`config.mk`:
```
export PLATFORM = sky130hd
export DESIGN_NAME = sync_length_frame_decoder_unit
export DESIGN_NICKNAME = d
export VERILOG_FILES = /design/src/hdl/sld_pkg.sv /design/src/hdl/sync_length_frame_decoder_unit.sv /design/src/hdl/sld_front.sv /design/src/hdl/sld_queue.sv /design/src/hdl/sld_back.sv
export SDC_FILE = /design/constraint.sdc
export NUM_CORES = 1
export LEC_CHECK = 0
export BUFFER_PORTS_ARGS = -buffer_cell sky130_fd_sc_hd__buf_2
export CAP_MARGIN = 10
export CORE_ASPECT_RATIO = 1.1
export CORE_MARGIN = 5
export CORE_UTILIZATION = 35
export CTS_BUF_LIST = sky130_fd_sc_hd__clkbuf_2
export DETAILED_ROUTE_END_ITERATION = 6
export GPL_TIMING_DRIVEN = 1
export PLACE_DENSITY_LB_ADDON = 0.1
export SYNTH_ARGS = -nofsm -noshare
export SYNTH_HDL_FRONTEND = slang
export SYNTH_SLANG_ARGS = --single-unit
export TNS_END_PERCENT = 20
```
`constraint.sdc`:
```
create_clock -name clk -period 7.05 [get_ports clk]
set_clock_uncertainty 0.05 [all_clocks]
set_input_delay 1.41 -clock clk [delete_from_list [all_inputs] [get_ports clk]]
set_output_delay 1.41 -clock clk [all_outputs]
set_load 0.01 [all_outputs]
```
`src/hdl/sld_pkg.sv`:
```
`default_nettype none

package sld_pkg;

	localparam int HDR_DEPTH = 16;
	localparam int HDR_IDX_W = $clog2(HDR_DEPTH);
	localparam logic [7:0] FRAME_LIMIT = 8'd128;
	localparam logic [8:0] LEN_OFFSET = 9'd8;
	localparam logic [7:0] COUNT_AT_START = 8'd2;
	localparam logic [7:0] LEN_POS = 8'd3;

	localparam logic [7:0] SYNC0 = 8'h55;
	localparam logic [7:0] SYNC1 = 8'hAA;
	localparam logic [7:0] MOD_VOLT = 8'h01;
	localparam logic [7:0] MOD_IO = 8'h06;
	localparam logic [7:0] MOD_ANALOG = 8'h07;
	localparam logic [7:0] MOD_MOTOR = 8'h08;
	localparam logic [7:0] METH_CHASSIS = 8'h60;
	localparam logic [7:0] METH_JOINT = 8'h63;
	localparam logic [7:0] CHASSIS_ID_LO = 8'd1;
	localparam logic [7:0] CHASSIS_ID_HI = 8'd4;
	localparam logic [7:0] JOINT_ID_LO = 8'd11;
	localparam logic [7:0] JOINT_ID_HI = 8'd15;

	localparam logic [2:0] KIND_VOLT = 3'd0;
	localparam logic [2:0] KIND_IO = 3'd1;
	localparam logic [2:0] KIND_ANALOG = 3'd2;
	localparam logic [2:0] KIND_CHASSIS = 3'd3;
	localparam logic [2:0] KIND_JOINT = 3'd4;

	localparam logic [1:0] LAST_CHANNEL = 2'd3;

	localparam int QUEUE_DEPTH = 2;
	localparam int QPTR_W = (QUEUE_DEPTH > 1) ? $clog2(QUEUE_DEPTH) : 1;
	localparam int QCNT_W = $clog2(QUEUE_DEPTH + 1);

	// One decoded frame: kind, unit and the payload bytes it needs.
	typedef struct packed {
		logic [2:0]  kind;
		logic [2:0]  unit;
		logic [63:0] data;
	} frame_desc_t;

	typedef struct packed {
		logic full;
		logic empty;
	} q_stat_t;

endpackage

`default_nettype wire

```
`src/hdl/sync_length_frame_decoder_unit.sv`:
```
// Deframer for a serial byte stream with a 0x55 0xAA sync pair and a length byte.
// Receive channel: rx_valid / rx_stall carry one rx_byte per transaction; a
// transaction completes on a rising edge with rx_valid high and rx_stall low.
// Result channel: res_valid / res_stall carry kind, unit, value_a, value_b and
// last; last marks the final result caused by one received byte.
// Throughput: one byte per cycle in while the queue has room, one result per
// cycle out while res_stall is low. An analog frame yields four results, one
// per channel, other frames one or none. A frame's descriptor enters the queue
// at the edge that accepts its final byte; the output register loads it once it
// heads the queue and the register is empty or res_stall is low.
// A two-entry descriptor queue parts the front from the output side; rx_stall
// rises only while that queue is full, so a stalled receiver holds the output
// register and, once two decoded frames wait behind it, holds the input too.
// Reset (arst_n low) clears the frame state, the sixteen-byte header store,
// the queue and the output valid at once; the block is ready on the first edge.
`default_nettype none

module sync_length_frame_decoder_unit (
	input  wire                clk,
	input  wire                arst_n,
	input  wire                rx_valid,
	output logic               rx_stall,
	input  wire [7:0]          rx_byte,
	output logic               res_valid,
	input  wire                res_stall,
	output logic [2:0]         kind,
	output logic [2:0]         unit,
	output logic signed [31:0] value_a,
	output logic signed [31:0] value_b,
	output logic               last
);
	import sld_pkg::*;

	logic        rx_accept;
	logic        q_push;
	logic        q_pop;
	frame_desc_t front_desc;
	frame_desc_t q_head;
	q_stat_t     q_stat;

	// Hold the input only while the queue has no room for a decoded frame.
	assign rx_stall = q_stat.full;
	assign rx_accept = rx_valid && !rx_stall;

	sld_front u_front (
		.clk     (clk),
		.arst_n  (arst_n),
		.accept  (rx_accept),
		.rx_byte (rx_byte),
		.push    (q_push),
		.desc    (front_desc)
	);

	sld_queue u_queue (
		.clk     (clk),
		.arst_n  (arst_n),
		.push    (q_push),
		.wr_desc (front_desc),
		.pop     (q_pop),
		.head    (q_head),
		.stat    (q_stat)
	);

	// Expand each descriptor into its results and drive the output register.
	sld_back u_back (
		.clk       (clk),
		.arst_n    (arst_n),
		.head      (q_head),
		.stat      (q_stat),
		.pop       (q_pop),
		.res_valid (res_valid),
		.res_stall (res_stall),
		.kind      (kind),
		.unit      (unit),
		.value_a   (value_a),
		.value_b   (value_b),
		.last      (last)
	);

`ifndef SYNTHESIS
	a_no_push_when_full: assert property (@(posedge clk) disable iff (!arst_n)
		q_push |-> !q_stat.full)
		else $error("descriptor pushed into a full queue");

	a_only_analog_not_last: assert property (@(posedge clk) disable iff (!arst_n)
		res_valid && !last |-> kind == KIND_ANALOG)
		else $error("non-final result of a single-result frame");

	a_analog_last_channel: assert property (@(posedge clk) disable iff (!arst_n)
		res_valid && last && kind == KIND_ANALOG |-> unit == 3'd3)
		else $error("analog frame closed before its fourth channel");

	a_analog_continues: assert property (@(posedge clk) disable iff (!arst_n)
		res_valid && !res_stall && !last |=> res_valid && kind == KIND_ANALOG)
		else $error("analog frame results interrupted");
`endif

endmodule

`default_nettype wire

```
`src/hdl/sld_front.sv`:
```
`default_nettype none

module sld_front (
	input  wire                  clk,
	input  wire                  arst_n,
	input  wire                  accept,
	input  wire [7:0]            rx_byte,
	output logic                 push,
	output sld_pkg::frame_desc_t desc
);
	import sld_pkg::*;

	logic                 in_frame_q;
	logic [7:0]           prev_q;
	logic [7:0]           count_q;
	logic [8:0]           len_q;
	logic [7:0]           hb_q [HDR_DEPTH];

	logic                 in_frame_n;
	logic [7:0]           prev_n;
	logic [7:0]           count_n;
	logic [8:0]           len_n;
	logic [7:0]           hb_n [HDR_DEPTH];
	logic                 start;
	logic                 done;
	logic                 dec_ok;

	always_comb begin
		hb_n = hb_q;
		if (count_q < 8'(HDR_DEPTH)) begin
			hb_n[count_q[HDR_IDX_W-1:0]] = rx_byte;
		end
		in_frame_n = in_frame_q;
		prev_n = prev_q;
		count_n = count_q;
		len_n = len_q;
		done = 1'b0;
		start = !in_frame_q && (prev_q == SYNC0) && (rx_byte == SYNC1);
		if (start) begin
			hb_n[0] = SYNC0;
			hb_n[1] = SYNC1;
			in_frame_n = 1'b1;
			count_n = COUNT_AT_START;
			prev_n = 8'd0;
		end else if (in_frame_q) begin
			if (count_q == LEN_POS) begin
				len_n = {1'b0, rx_byte} + LEN_OFFSET;
			end
			count_n = count_q + 8'd1;
			done = ({1'b0, count_n} == len_n);
			if (done || (count_n >= FRAME_LIMIT)) begin
				in_frame_n = 1'b0;
			end
		end else begin
			prev_n = rx_byte;
		end
	end

	// Classify the completed frame from the store as it stands after this byte.
	always_comb begin
		dec_ok = 1'b0;
		desc.kind = KIND_VOLT;
		desc.unit = 3'd0;
		desc.data = 64'd0;
		case (hb_n[4])
			MOD_VOLT: begin
				dec_ok = 1'b1;
				desc.data[15:0] = {hb_n[7], hb_n[8]};
			end
			MOD_IO: begin
				dec_ok = 1'b1;
				desc.kind = KIND_IO;
				desc.data[3:0] = hb_n[8][3:0];
			end
			MOD_ANALOG: begin
				dec_ok = 1'b1;
				desc.kind = KIND_ANALOG;
				desc.data = {hb_n[7], hb_n[8], hb_n[9], hb_n[10],
					hb_n[11], hb_n[12], hb_n[13], hb_n[14]};
			end
			MOD_MOTOR: begin
				desc.data = {hb_n[8], hb_n[9], hb_n[10], hb_n[11],
					hb_n[12], hb_n[13], hb_n[14], hb_n[15]};
				if (hb_n[5] == METH_CHASSIS && hb_n[7] >= CHASSIS_ID_LO
						&& hb_n[7] <= CHASSIS_ID_HI) begin
					dec_ok = 1'b1;
					desc.kind = KIND_CHASSIS;
					desc.unit = 3'(hb_n[7] - CHASSIS_ID_LO);
				end else if (hb_n[5] == METH_JOINT && hb_n[7] >= JOINT_ID_LO
						&& hb_n[7] <= JOINT_ID_HI) begin
					dec_ok = 1'b1;
					desc.kind = KIND_JOINT;
					desc.unit = 3'(hb_n[7] - JOINT_ID_LO);
				end
			end
			default: begin
				dec_ok = 1'b0;
			end
		endcase
	end

	assign push = accept && done && dec_ok;

	always_ff @(posedge clk or negedge arst_n) begin
		if (!arst_n) begin
			in_frame_q <= 1'b0;
			prev_q <= 8'd0;
			count_q <= 8'd0;
			len_q <= 9'd14;
			for (int i = 0; i < HDR_DEPTH; i++) begin
				hb_q[i] <= 8'd0;
			end
		end else if (accept) begin
			in_frame_q <= in_frame_n;
			prev_q <= prev_n;
			count_q <= count_n;
			len_q <= len_n;
			hb_q <= hb_n;
		end
	end

endmodule

`default_nettype wire

```
`src/hdl/sld_queue.sv`:
```
`default_nettype none

module sld_queue (
	input  wire                  clk,
	input  wire                  arst_n,
	input  wire                  push,
	input  sld_pkg::frame_desc_t wr_desc,
	input  wire                  pop,
	output sld_pkg::frame_desc_t head,
	output sld_pkg::q_stat_t     stat
);
	import sld_pkg::*;

	frame_desc_t       mem_q [QUEUE_DEPTH];
	logic [QPTR_W-1:0] wr_ptr_q;
	logic [QPTR_W-1:0] rd_ptr_q;
	logic [QCNT_W-1:0] count_q;

	function automatic logic [QPTR_W-1:0] next_ptr(input logic [QPTR_W-1:0] p);
		next_ptr = (p == QPTR_W'(QUEUE_DEPTH - 1)) ? '0 : p + QPTR_W'(1);
	endfunction

	assign head = mem_q[rd_ptr_q];
	assign stat.full = (count_q == QCNT_W'(QUEUE_DEPTH));
	assign stat.empty = (count_q == '0);

	always_ff @(posedge clk) begin
		if (push) begin
			mem_q[wr_ptr_q] <= wr_desc;
		end
	end

	always_ff @(posedge clk or negedge arst_n) begin
		if (!arst_n) begin
			wr_ptr_q <= '0;
			rd_ptr_q <= '0;
			count_q <= '0;
		end else begin
			if (push) begin
				wr_ptr_q <= next_ptr(wr_ptr_q);
			end
			if (pop) begin
				rd_ptr_q <= next_ptr(rd_ptr_q);
			end
			if (push && !pop) begin
				count_q <= count_q + QCNT_W'(1);
			end else if (pop && !push) begin
				count_q <= count_q - QCNT_W'(1);
			end
		end
	end

endmodule

`default_nettype wire

```
`src/hdl/sld_back.sv`:
```
`default_nettype none

module sld_back (
	input  wire                  clk,
	input  wire                  arst_n,
	input  sld_pkg::frame_desc_t head,
	input  sld_pkg::q_stat_t     stat,
	output logic                 pop,
	output logic                 res_valid,
	input  wire                  res_stall,
	output logic [2:0]           kind,
	output logic [2:0]           unit,
	output logic signed [31:0]   value_a,
	output logic signed [31:0]   value_b,
	output logic                 last
);
	import sld_pkg::*;

	logic        valid_q;
	logic [1:0]  chan_q;
	logic [2:0]  kind_q;
	logic [2:0]  unit_q;
	logic [31:0] a_q;
	logic [31:0] b_q;
	logic        last_q;

	logic        load;
	logic        take;
	logic        last_c;
	logic [2:0]  unit_c;
	logic [31:0] a_c;
	logic [31:0] b_c;
	logic [15:0] word_c;

	always_comb begin
		load = !valid_q || !res_stall;
		take = load && !stat.empty;
		word_c = head.data[16 * (3 - int'(chan_q)) +: 16];
		unit_c = head.unit;
		a_c = {{16{head.data[15]}}, head.data[15:0]};
		b_c = 32'd0;
		last_c = 1'b1;
		case (head.kind)
			KIND_VOLT: begin
				a_c = {{16{head.data[15]}}, head.data[15:0]};
			end
			KIND_IO: begin
				a_c = {28'd0, head.data[3:0]};
			end
			KIND_ANALOG: begin
				a_c = {{16{word_c[15]}}, word_c};
				unit_c = {1'b0, chan_q};
				last_c = (chan_q == LAST_CHANNEL);
			end
			KIND_CHASSIS, KIND_JOINT: begin
				a_c = head.data[63:32];
				b_c = head.data[31:0];
			end
			default: begin
				a_c = 32'd0;
			end
		endcase
		pop = take && last_c;
	end

	always_ff @(posedge clk or negedge arst_n) begin
		if (!arst_n) begin
			valid_q <= 1'b0;
			chan_q <= 2'd0;
		end else if (load) begin
			valid_q <= !stat.empty;
			if (take) begin
				chan_q <= last_c ? 2'd0 : chan_q + 2'd1;
			end
		end
	end

	always_ff @(posedge clk) begin
		if (take) begin
			kind_q <= head.kind;
			unit_q <= unit_c;
			a_q <= a_c;
			b_q <= b_c;
			last_q <= last_c;
		end
	end

	assign res_valid = valid_q;
	assign kind = kind_q;
	assign unit = unit_q;
	assign value_a = a_q;
	assign value_b = b_q;
	assign last = last_q;

endmodule

`default_nettype wire
```
# Word-level counts from Yosys, hierarchy flattened
# Memories as Yosys holds them, arrays and structs flattened.
# Index checks and enable logic that the tools add are counted.
[totals] regBits=232 ramBits=140 in_bits=12 word_cells=144 memories=1
[memory_table] memory="u_queue.mem_q" depth=2 width=70 read_ports=1 rd_clocked_by_memory_dff=0 write_ports=1 line_no="sld_queue.sv:14" source="frame_desc_t mem_q [QUEUE_DEPTH];"
[classes] add_sub_neg=10 n_lt_le_gt_ge=8 eq_ne=17 shift=1 n_mux=37 n_bitwise=2 n_reduce_logical=37
[ops] operator="128-bit bitwise mux" n=1
[ops] operator="128-bit two-way mux" n=1
[ops] operator="32-bit case mux with 4 select lines" n=1
[ops] operator="48-bit case mux with 2 select lines" n=1
[ops] operator="64-bit by 32-bit indexed part select with 16-bit output" n=1
[ops] operator="8-bit two-way mux" n=5
[ops] operator="12-bit case mux with 3 select lines" n=1
[ops] operator="8-bit demux with 4-bit select" n=1
[ops] operator="9-bit two-way mux" n=3
[ops] operator="8-bit by 7-bit equality test with 1-bit output (second input constant)" n=3
[ops] operator="8-bit by 3-bit equality test with 1-bit output (second input constant)" n=2
[ops] operator="16-bit two-way mux" n=1
[ops] operator="1-bit logical AND" n=14
[ops] operator="1-bit two-way mux" n=12
[ops] operator="6-bit two-way mux" n=2
[ops] operator="4-bit case mux with 3 select lines" n=1
[ops] operator="2-bit AND reduction" n=5
[ops] operator="8-bit by 4-bit adder with 9-bit output (second input constant)" n=1
[ops] operator="8-bit by 9-bit equality test with 1-bit output" n=1
[ops] operator="3-bit case mux with 3 select lines" n=1
[ops] operator="8-bit by 1-bit adder with 8-bit output (second input constant)" n=1
[ops] operator="8-bit by 1-bit equality test with 1-bit output (second input constant)" n=1
[ops] operator="8-bit by 2-bit equality test with 1-bit output (second input constant)" n=1
[ops] operator="8-bit by 4-bit equality test with 1-bit output (second input constant)" n=1
[ops] operator="other kinds (33)" n=50

# Logic depth before layout (Yosys ltp)
[depth] depth_word=18 mapped_depth=16 mapped_depth_nobuf=15

# By module
# From an unflattened synthesis, not the netlist that was laid out.
[hier_totals] hier_cells=1253 area_unflattened_um2=16175.5
[by_module_without_submodules] module="sld_front" instances=1 cells_each=700 area_each_um2=6690.2 seq_area_each_um2=2856.5
[by_module_without_submodules] module="sld_queue" instances=1 cells_each=234 area_each_um2=5589.1 seq_area_each_um2=4304.1
[by_module_without_submodules] module="sld_back" instances=1 cells_each=318 area_each_um2=3882.5 seq_area_each_um2=2207.1
[by_module_without_submodules] module="sync_length_frame_decoder_unit" instances=1 cells_each=1 area_each_um2=13.8 seq_area_each_um2=0.0

# Least setup slack after synthesis
# No wires, ideal clock.
[synth_path] path_type="input-to-reg" start="in res_stall" end="reg u_queue.count_q[1]" arrival_ps=6130 setup_slack_ps=790 cell_stages=6 n_path_buf=0 cell_sequence="a21oi_1 > nand2_1 > ha_1 > xor2_1 > nor2_1 > xor2_1"
[synth_between] elab_chain_len=7 word_cells_on_any_way=9 classes_between="mux (1); reduce/logical (8)"
[synth_rtl] element="from (decl)" line_no="sync_length_frame_decoder_unit.sv:25" source="input wire res_stall,"
[synth_rtl] element="1-bit zero test *" line_no="sld_back.sv:36" source="load = !valid_q || !res_stall;"
[synth_rtl] element="1-bit logical OR *" line_no="sld_back.sv:36"
[synth_rtl] element="1-bit logical AND *" line_no="sld_back.sv:37" source="take = load && !stat.empty;"
[synth_rtl] element="1-bit logical AND *" line_no="sld_back.sv:63" source="pop = take && last_c;"
[synth_rtl] element="1-bit zero test" line_no="sld_queue.sv:45" source="if (push && !pop) begin"
[synth_rtl] element="1-bit logical AND" line_no="sld_queue.sv:45"
[synth_rtl] element="2-bit two-way mux / 2-bit nonzero test (equally long branches)"
[synth_rtl] element="to (signal assigned)" line_no="sld_queue.sv:46" source="count_q <= count_q + QCNT_W'(1);"
[synth_rtl] element="to (signal assigned)" line_no="sld_queue.sv:48" source="count_q <= count_q - QCNT_W'(1);"
[synth_rtl] element="to (decl)" line_no="sld_queue.sv:17" source="logic [QCNT_W-1:0] count_q;"
# Mark *: on every way between the ends. The rest lies on a longest branch, timed or not.
# A chain may end at the register's enable or synchronous reset.

# Worst setup path in the final report
[layout_path] start="reg u_front.count_q[0]" end="mem u_queue.mem_q[1][1] (netlist bit) (enable)"
[layout_between] elab_chain_len=16 word_cells_on_any_way=39 classes_between="add/sub (1); order compare (7); eq/ne (8); mux (14); bitwise (1); reduce/logical (8)"
[layout_rtl] element="from (decl)" line_no="sld_front.sv:15" source="logic [7:0] count_q;"
[layout_rtl] element="from (signal assigned)" line_no="sld_front.sv:116" source="count_q <= count_n;"
[layout_rtl] element="4-bit NOT with 5-bit output (implied by the code)" line_no="sld_front.sv:31" source="hb_n[count_q[HDR_IDX_W-1:0]] = rx_byte;"
[layout_rtl] element="5-bit >= comparator (implied by the code) / 5-bit by 1-bit less-than comparator with 1-bit output (equally long branches)" line_no="sld_front.sv:31"
[layout_rtl] element="1-bit logical AND (implied by the code)" line_no="sld_front.sv:31"
[layout_rtl] element="8-bit two-way mux (implied by the code)" line_no="sld_front.sv:31"
[layout_rtl] element="8-bit demux with 4-bit select" line_no="sld_front.sv:31"
[layout_rtl] element="128-bit bitwise mux" line_no="sld_front.sv:31"
[layout_rtl] element="128-bit two-way mux" line_no="sld_front.sv:30" source="if (count_q < 8'(HDR_DEPTH)) begin"
[layout_rtl] element="8-bit by 4-bit >= comparator with 1-bit output / 8-bit by 7-bit equality test with 1-bit output (equally long branches)" line_no="sld_front.sv:89" source="end else if (hb_n[5] == METH_JOINT && hb_n[7] >= JOINT_ID_LO"
[layout_rtl] element="1-bit logical AND" line_no="sld_front.sv:89"
[layout_rtl] element="1-bit logical AND" line_no="sld_front.sv:90" source="&& hb_n[7] <= JOINT_ID_HI) begin"
[layout_rtl] element="1-bit two-way mux" line_no="sld_front.sv:89"
[layout_rtl] element="1-bit two-way mux" line_no="sld_front.sv:84" source="if (hb_n[5] == METH_CHASSIS && hb_n[7] >= CHASSIS_ID_LO"
[layout_rtl] element="1-bit case mux with 2 select lines" line_no="sld_front.sv:65" source="case (hb_n[4])"
[layout_rtl] element="1-bit logical AND *" line_no="sld_front.sv:102" source="assign push = accept && done && dec_ok;"
[layout_rtl] element="named net q_push" line_no="sync_length_frame_decoder_unit.sv:35" source="logic q_push;"
[layout_rtl] element="1-bit two-way mux *" line_no="sld_queue.sv:28" source="if (push) begin"
[layout_rtl] element="1-bit two-way mux (implied by the code) *" line_no="sld_queue.sv:29" source="mem_q[wr_ptr_q] <= wr_desc;"
[layout_rtl] element="to (decl)" line_no="sld_queue.sv:14"
# Mark *: on every way through the listed nets, which the timed path passes. The rest lies on a longest branch. The select of a mux whose other input is x is not followed.

==> results by group <==
Outcome
  • Status: complete, no violations

Placed design
  • DPL Wire Length: 27,600 um
  • RePlAce Congestion: 0.789
  • Port Buffers: 84

Detailed routing
  • Vias/cell: 5.18
  • Detailed Route Iter0 Violations: 678
  • Routed WL: 40,800 um
  • Detail Route Antenna Nets: 0
  • DR WL/cell: 21.4 um
  • Initial DRT Pass Iterations: 5
  • # DRC: 0
  • Routed via count: 9,882

Pwr
  • VDD IR-drop max: 176 uV
  • Leak: 0.00730 uW
  • Pwr Density: 365 mW/mm2

Yosys
  • Synthesized flop and latch total: 332
  • Synth area leaders: edfxtp_1, dfrtp_1, mux2i_1
  • Synth top area share: 40.9%
  • Synth Area per Inst: 13.5 um2
  • Number of synthesized flops with an enable pin: 211
  • Post-synth ARST share: 36.4%
  • Top cell type by total area after synthesis: edfxtp_1
  • Gate count of the mapped netlist: 1,148
  • Seq/Total Area, Yosys: 60.4%
  • Top FF cell, synth: edfxtp_1
  • Post-Syn Nets: 1,171
  • Ys Warns: 0
  • Distinct cells, synth: 79
  • Cell Area, Synth: 0.0155 mm2

Critical path
  • CP Class: reg -> reg
  • Arrival @ worst endpoint: 5.90 ns
  • Crit end category: flop
  • Crit Path Max Fanout: 32
  • Flop2flop setup slack: 1.74 ns
  • Required @ worst endpoint: 7.64 ns
  • Startpoint types: flop

Layout
  • Layout area overhead: 11.7%
  • Commonest cells after routing, fill and taps aside: edfxtp_1, mux2i_1, clkbuf_2, dfrtp_1, o21ai_0
  • Most common cell after layout, fill and taps aside: edfxtp_1
  • Fraction of layout cells with a size suffix above 1: 27.7%
  • Nets@finish: 1,281
  • Layout Utilization: 39.7%

STA
  • Final slew viol count: 0
  • Worst slew pin tran: 1.18 ns
  • Max Fclk: 0.188 GHz
  • Fin Setup TNS: 0 ns
  • RSZ-0062 raised after global routing: false
  • Final setup vio count: 0
  • Slew margin rel.: 20.8%
  • Post-route clock period utilization: 75.3%
  • Hold Vio Cnt, Final: 0
  • Final min period: 5.31 ns

Floorplanning
  • I/O pin count: 85
  • Die height: 231 um
  • Die ar.: 0.0486 mm2
  • Core Region: 0.0436 mm2
  • Chip width: 211 um
  • Starting density of the core: 35.5%
  • Cell Rows: 80

Clocking
  • CTS Buffer Depth: 3
  • CTS tree: built
  • Cts hold-fix bufs: 0
  • Clock Latency Late Sink: 0.99 ns
  • H-Tree Depth: 3
  • Clock sink count: 332
  • Clk Tree Root Cell: clkbuf_2
  • PostCTS Resize Cnt: 0
  • Post CTS Setup Buffer Count: 0
  • Cts bufs inserted: 89
  • Worst-path clk slew: 0.11 ns

Global routing
  • Initial antenna violation count: 1
  • Vias in the first global route: 10,015
  • Largest net degree at the start of global routing: 70
  • First-pass GRT wire length: 62,400 um
  • Total congestion overflow: 0
  • All-Layer GR Usage: 16.7%

Flow run
  • Max Cap Violations: 0

Hold path
  • Hold Path Class: reg -> reg
## critical path, cell delays in order (launching register included)
cell      delay (ns)
dfrtp_1         0.51
ha_1            0.48
and3b_1         0.31
and2_1          0.54
mux2i_1         0.79
ha_1            0.26
nand4b_1        0.21
a32oi_2         0.16
nor4_1          0.28
o211a_1         0.28
and2_2          0.73
buf_4           0.36
## through the flow
step	hold WS (ns)	power, uW	worst slack [ns]	instances	cell area, um2
6_report	0.429	6320	1.74	1906	17300
5_1_grt	0.402	6770	1.43	1906	17300
4_1_cts	0.321	6440	1.70	1905	17300
3_5_place_dp	0.413	4990	1.53	1741	16500
3_3_place_gp	0.413	4970	1.54	1741	16500
2_1_floorplan	0.391	4340	0.790	1148	15500
## cell families (layout without fill, tap and decap cells)
| kind of cell | Yosys count | count (layout) | synth area share, % |
|---|---|---|---|
| other cells | 0 | 1 | 0 |
| xor+xnor | 19 | 19 | 1.25 |
| mux | 242 | 242 | 17.7 |
| simple gates | 230 | 230 | 7.84 |
| flops | 332 | 332 | 60.4 |
| compound gates | 218 | 218 | 9.17 |
| buf+inv | 96 | 279 | 2.67 |
| fa+ha+maj | 11 | 11 | 0.888 |
## cells in the mapped netlist, types with 18 or more instances
master	number
mux2_2	71
edfxtp_1	211
dfrtp_1	118
mux2i_1	152
nand2_1	76
o21ai_0	93
o22a_1	18
mux4_2	19
o22ai_1	50
nand3_1	19
clkbuf_1	53
nor2_1	54
## state kept, by name (all words and copies together), names as in the netlist, 8 cells and up
name and flops:
u_front.count_q 8, u_front.len_q 9, u_front.hb_q 88, u_back.value_a 32
u_queue.mem_q 140, u_back.value_b 32, u_front.prev_q 8
## report_power, final
part	switching [uW]	internal (uW)
registers	291	2590
logic	1190	845
clock network	813	589
## path summary, 6_finish.rpt
check | cells past startpoint | start | end
max in group asynchronous | 2 | arst_n | u_front.len_q[5]$_DFFE_PN0P_
max | 11 | u_front.count_q[0]$_DFFE_PN0P_ | u_queue.mem_q[1][1]$_DFFE_PP_
min in group asynchronous | 1 | arst_n | u_front.count_q[5]$_DFFE_PN0P_
min reg2reg | 1 | u_queue.wr_ptr_q$_DFFE_PN0P_ | u_queue.wr_ptr_q$_DFFE_PN0P_
max reg2reg | 11 | u_front.count_q[0]$_DFFE_PN0P_ | u_queue.mem_q[1][1]$_DFFE_PP_
min | 1 | u_queue.wr_ptr_q$_DFFE_PN0P_ | u_queue.wr_ptr_q$_DFFE_PN0P_
## cell type report
cell class / count / area [um2]
tap: 574 / 718
clock buffer: 136 / 681
clock inverter: 28 / 173
sequential: 332 / 9370
timing repair buffer: 99 / 561
inverter: 16 / 60.1
multi-input combinational: 720 / 5750
fill: 4315 / 26300
antenna: 1 / 2.50
## routing by layer
metal	GRT usage, %	wire (um)	up-vias
li1	-	-	4643
met1	24.0	19100	4899
met2	25.0	18200	271
met3	3.69	2440	69
met4	6.22	1040	0
met5	0	0	-
No activity file was read; power rests on OpenSTA's default activity.
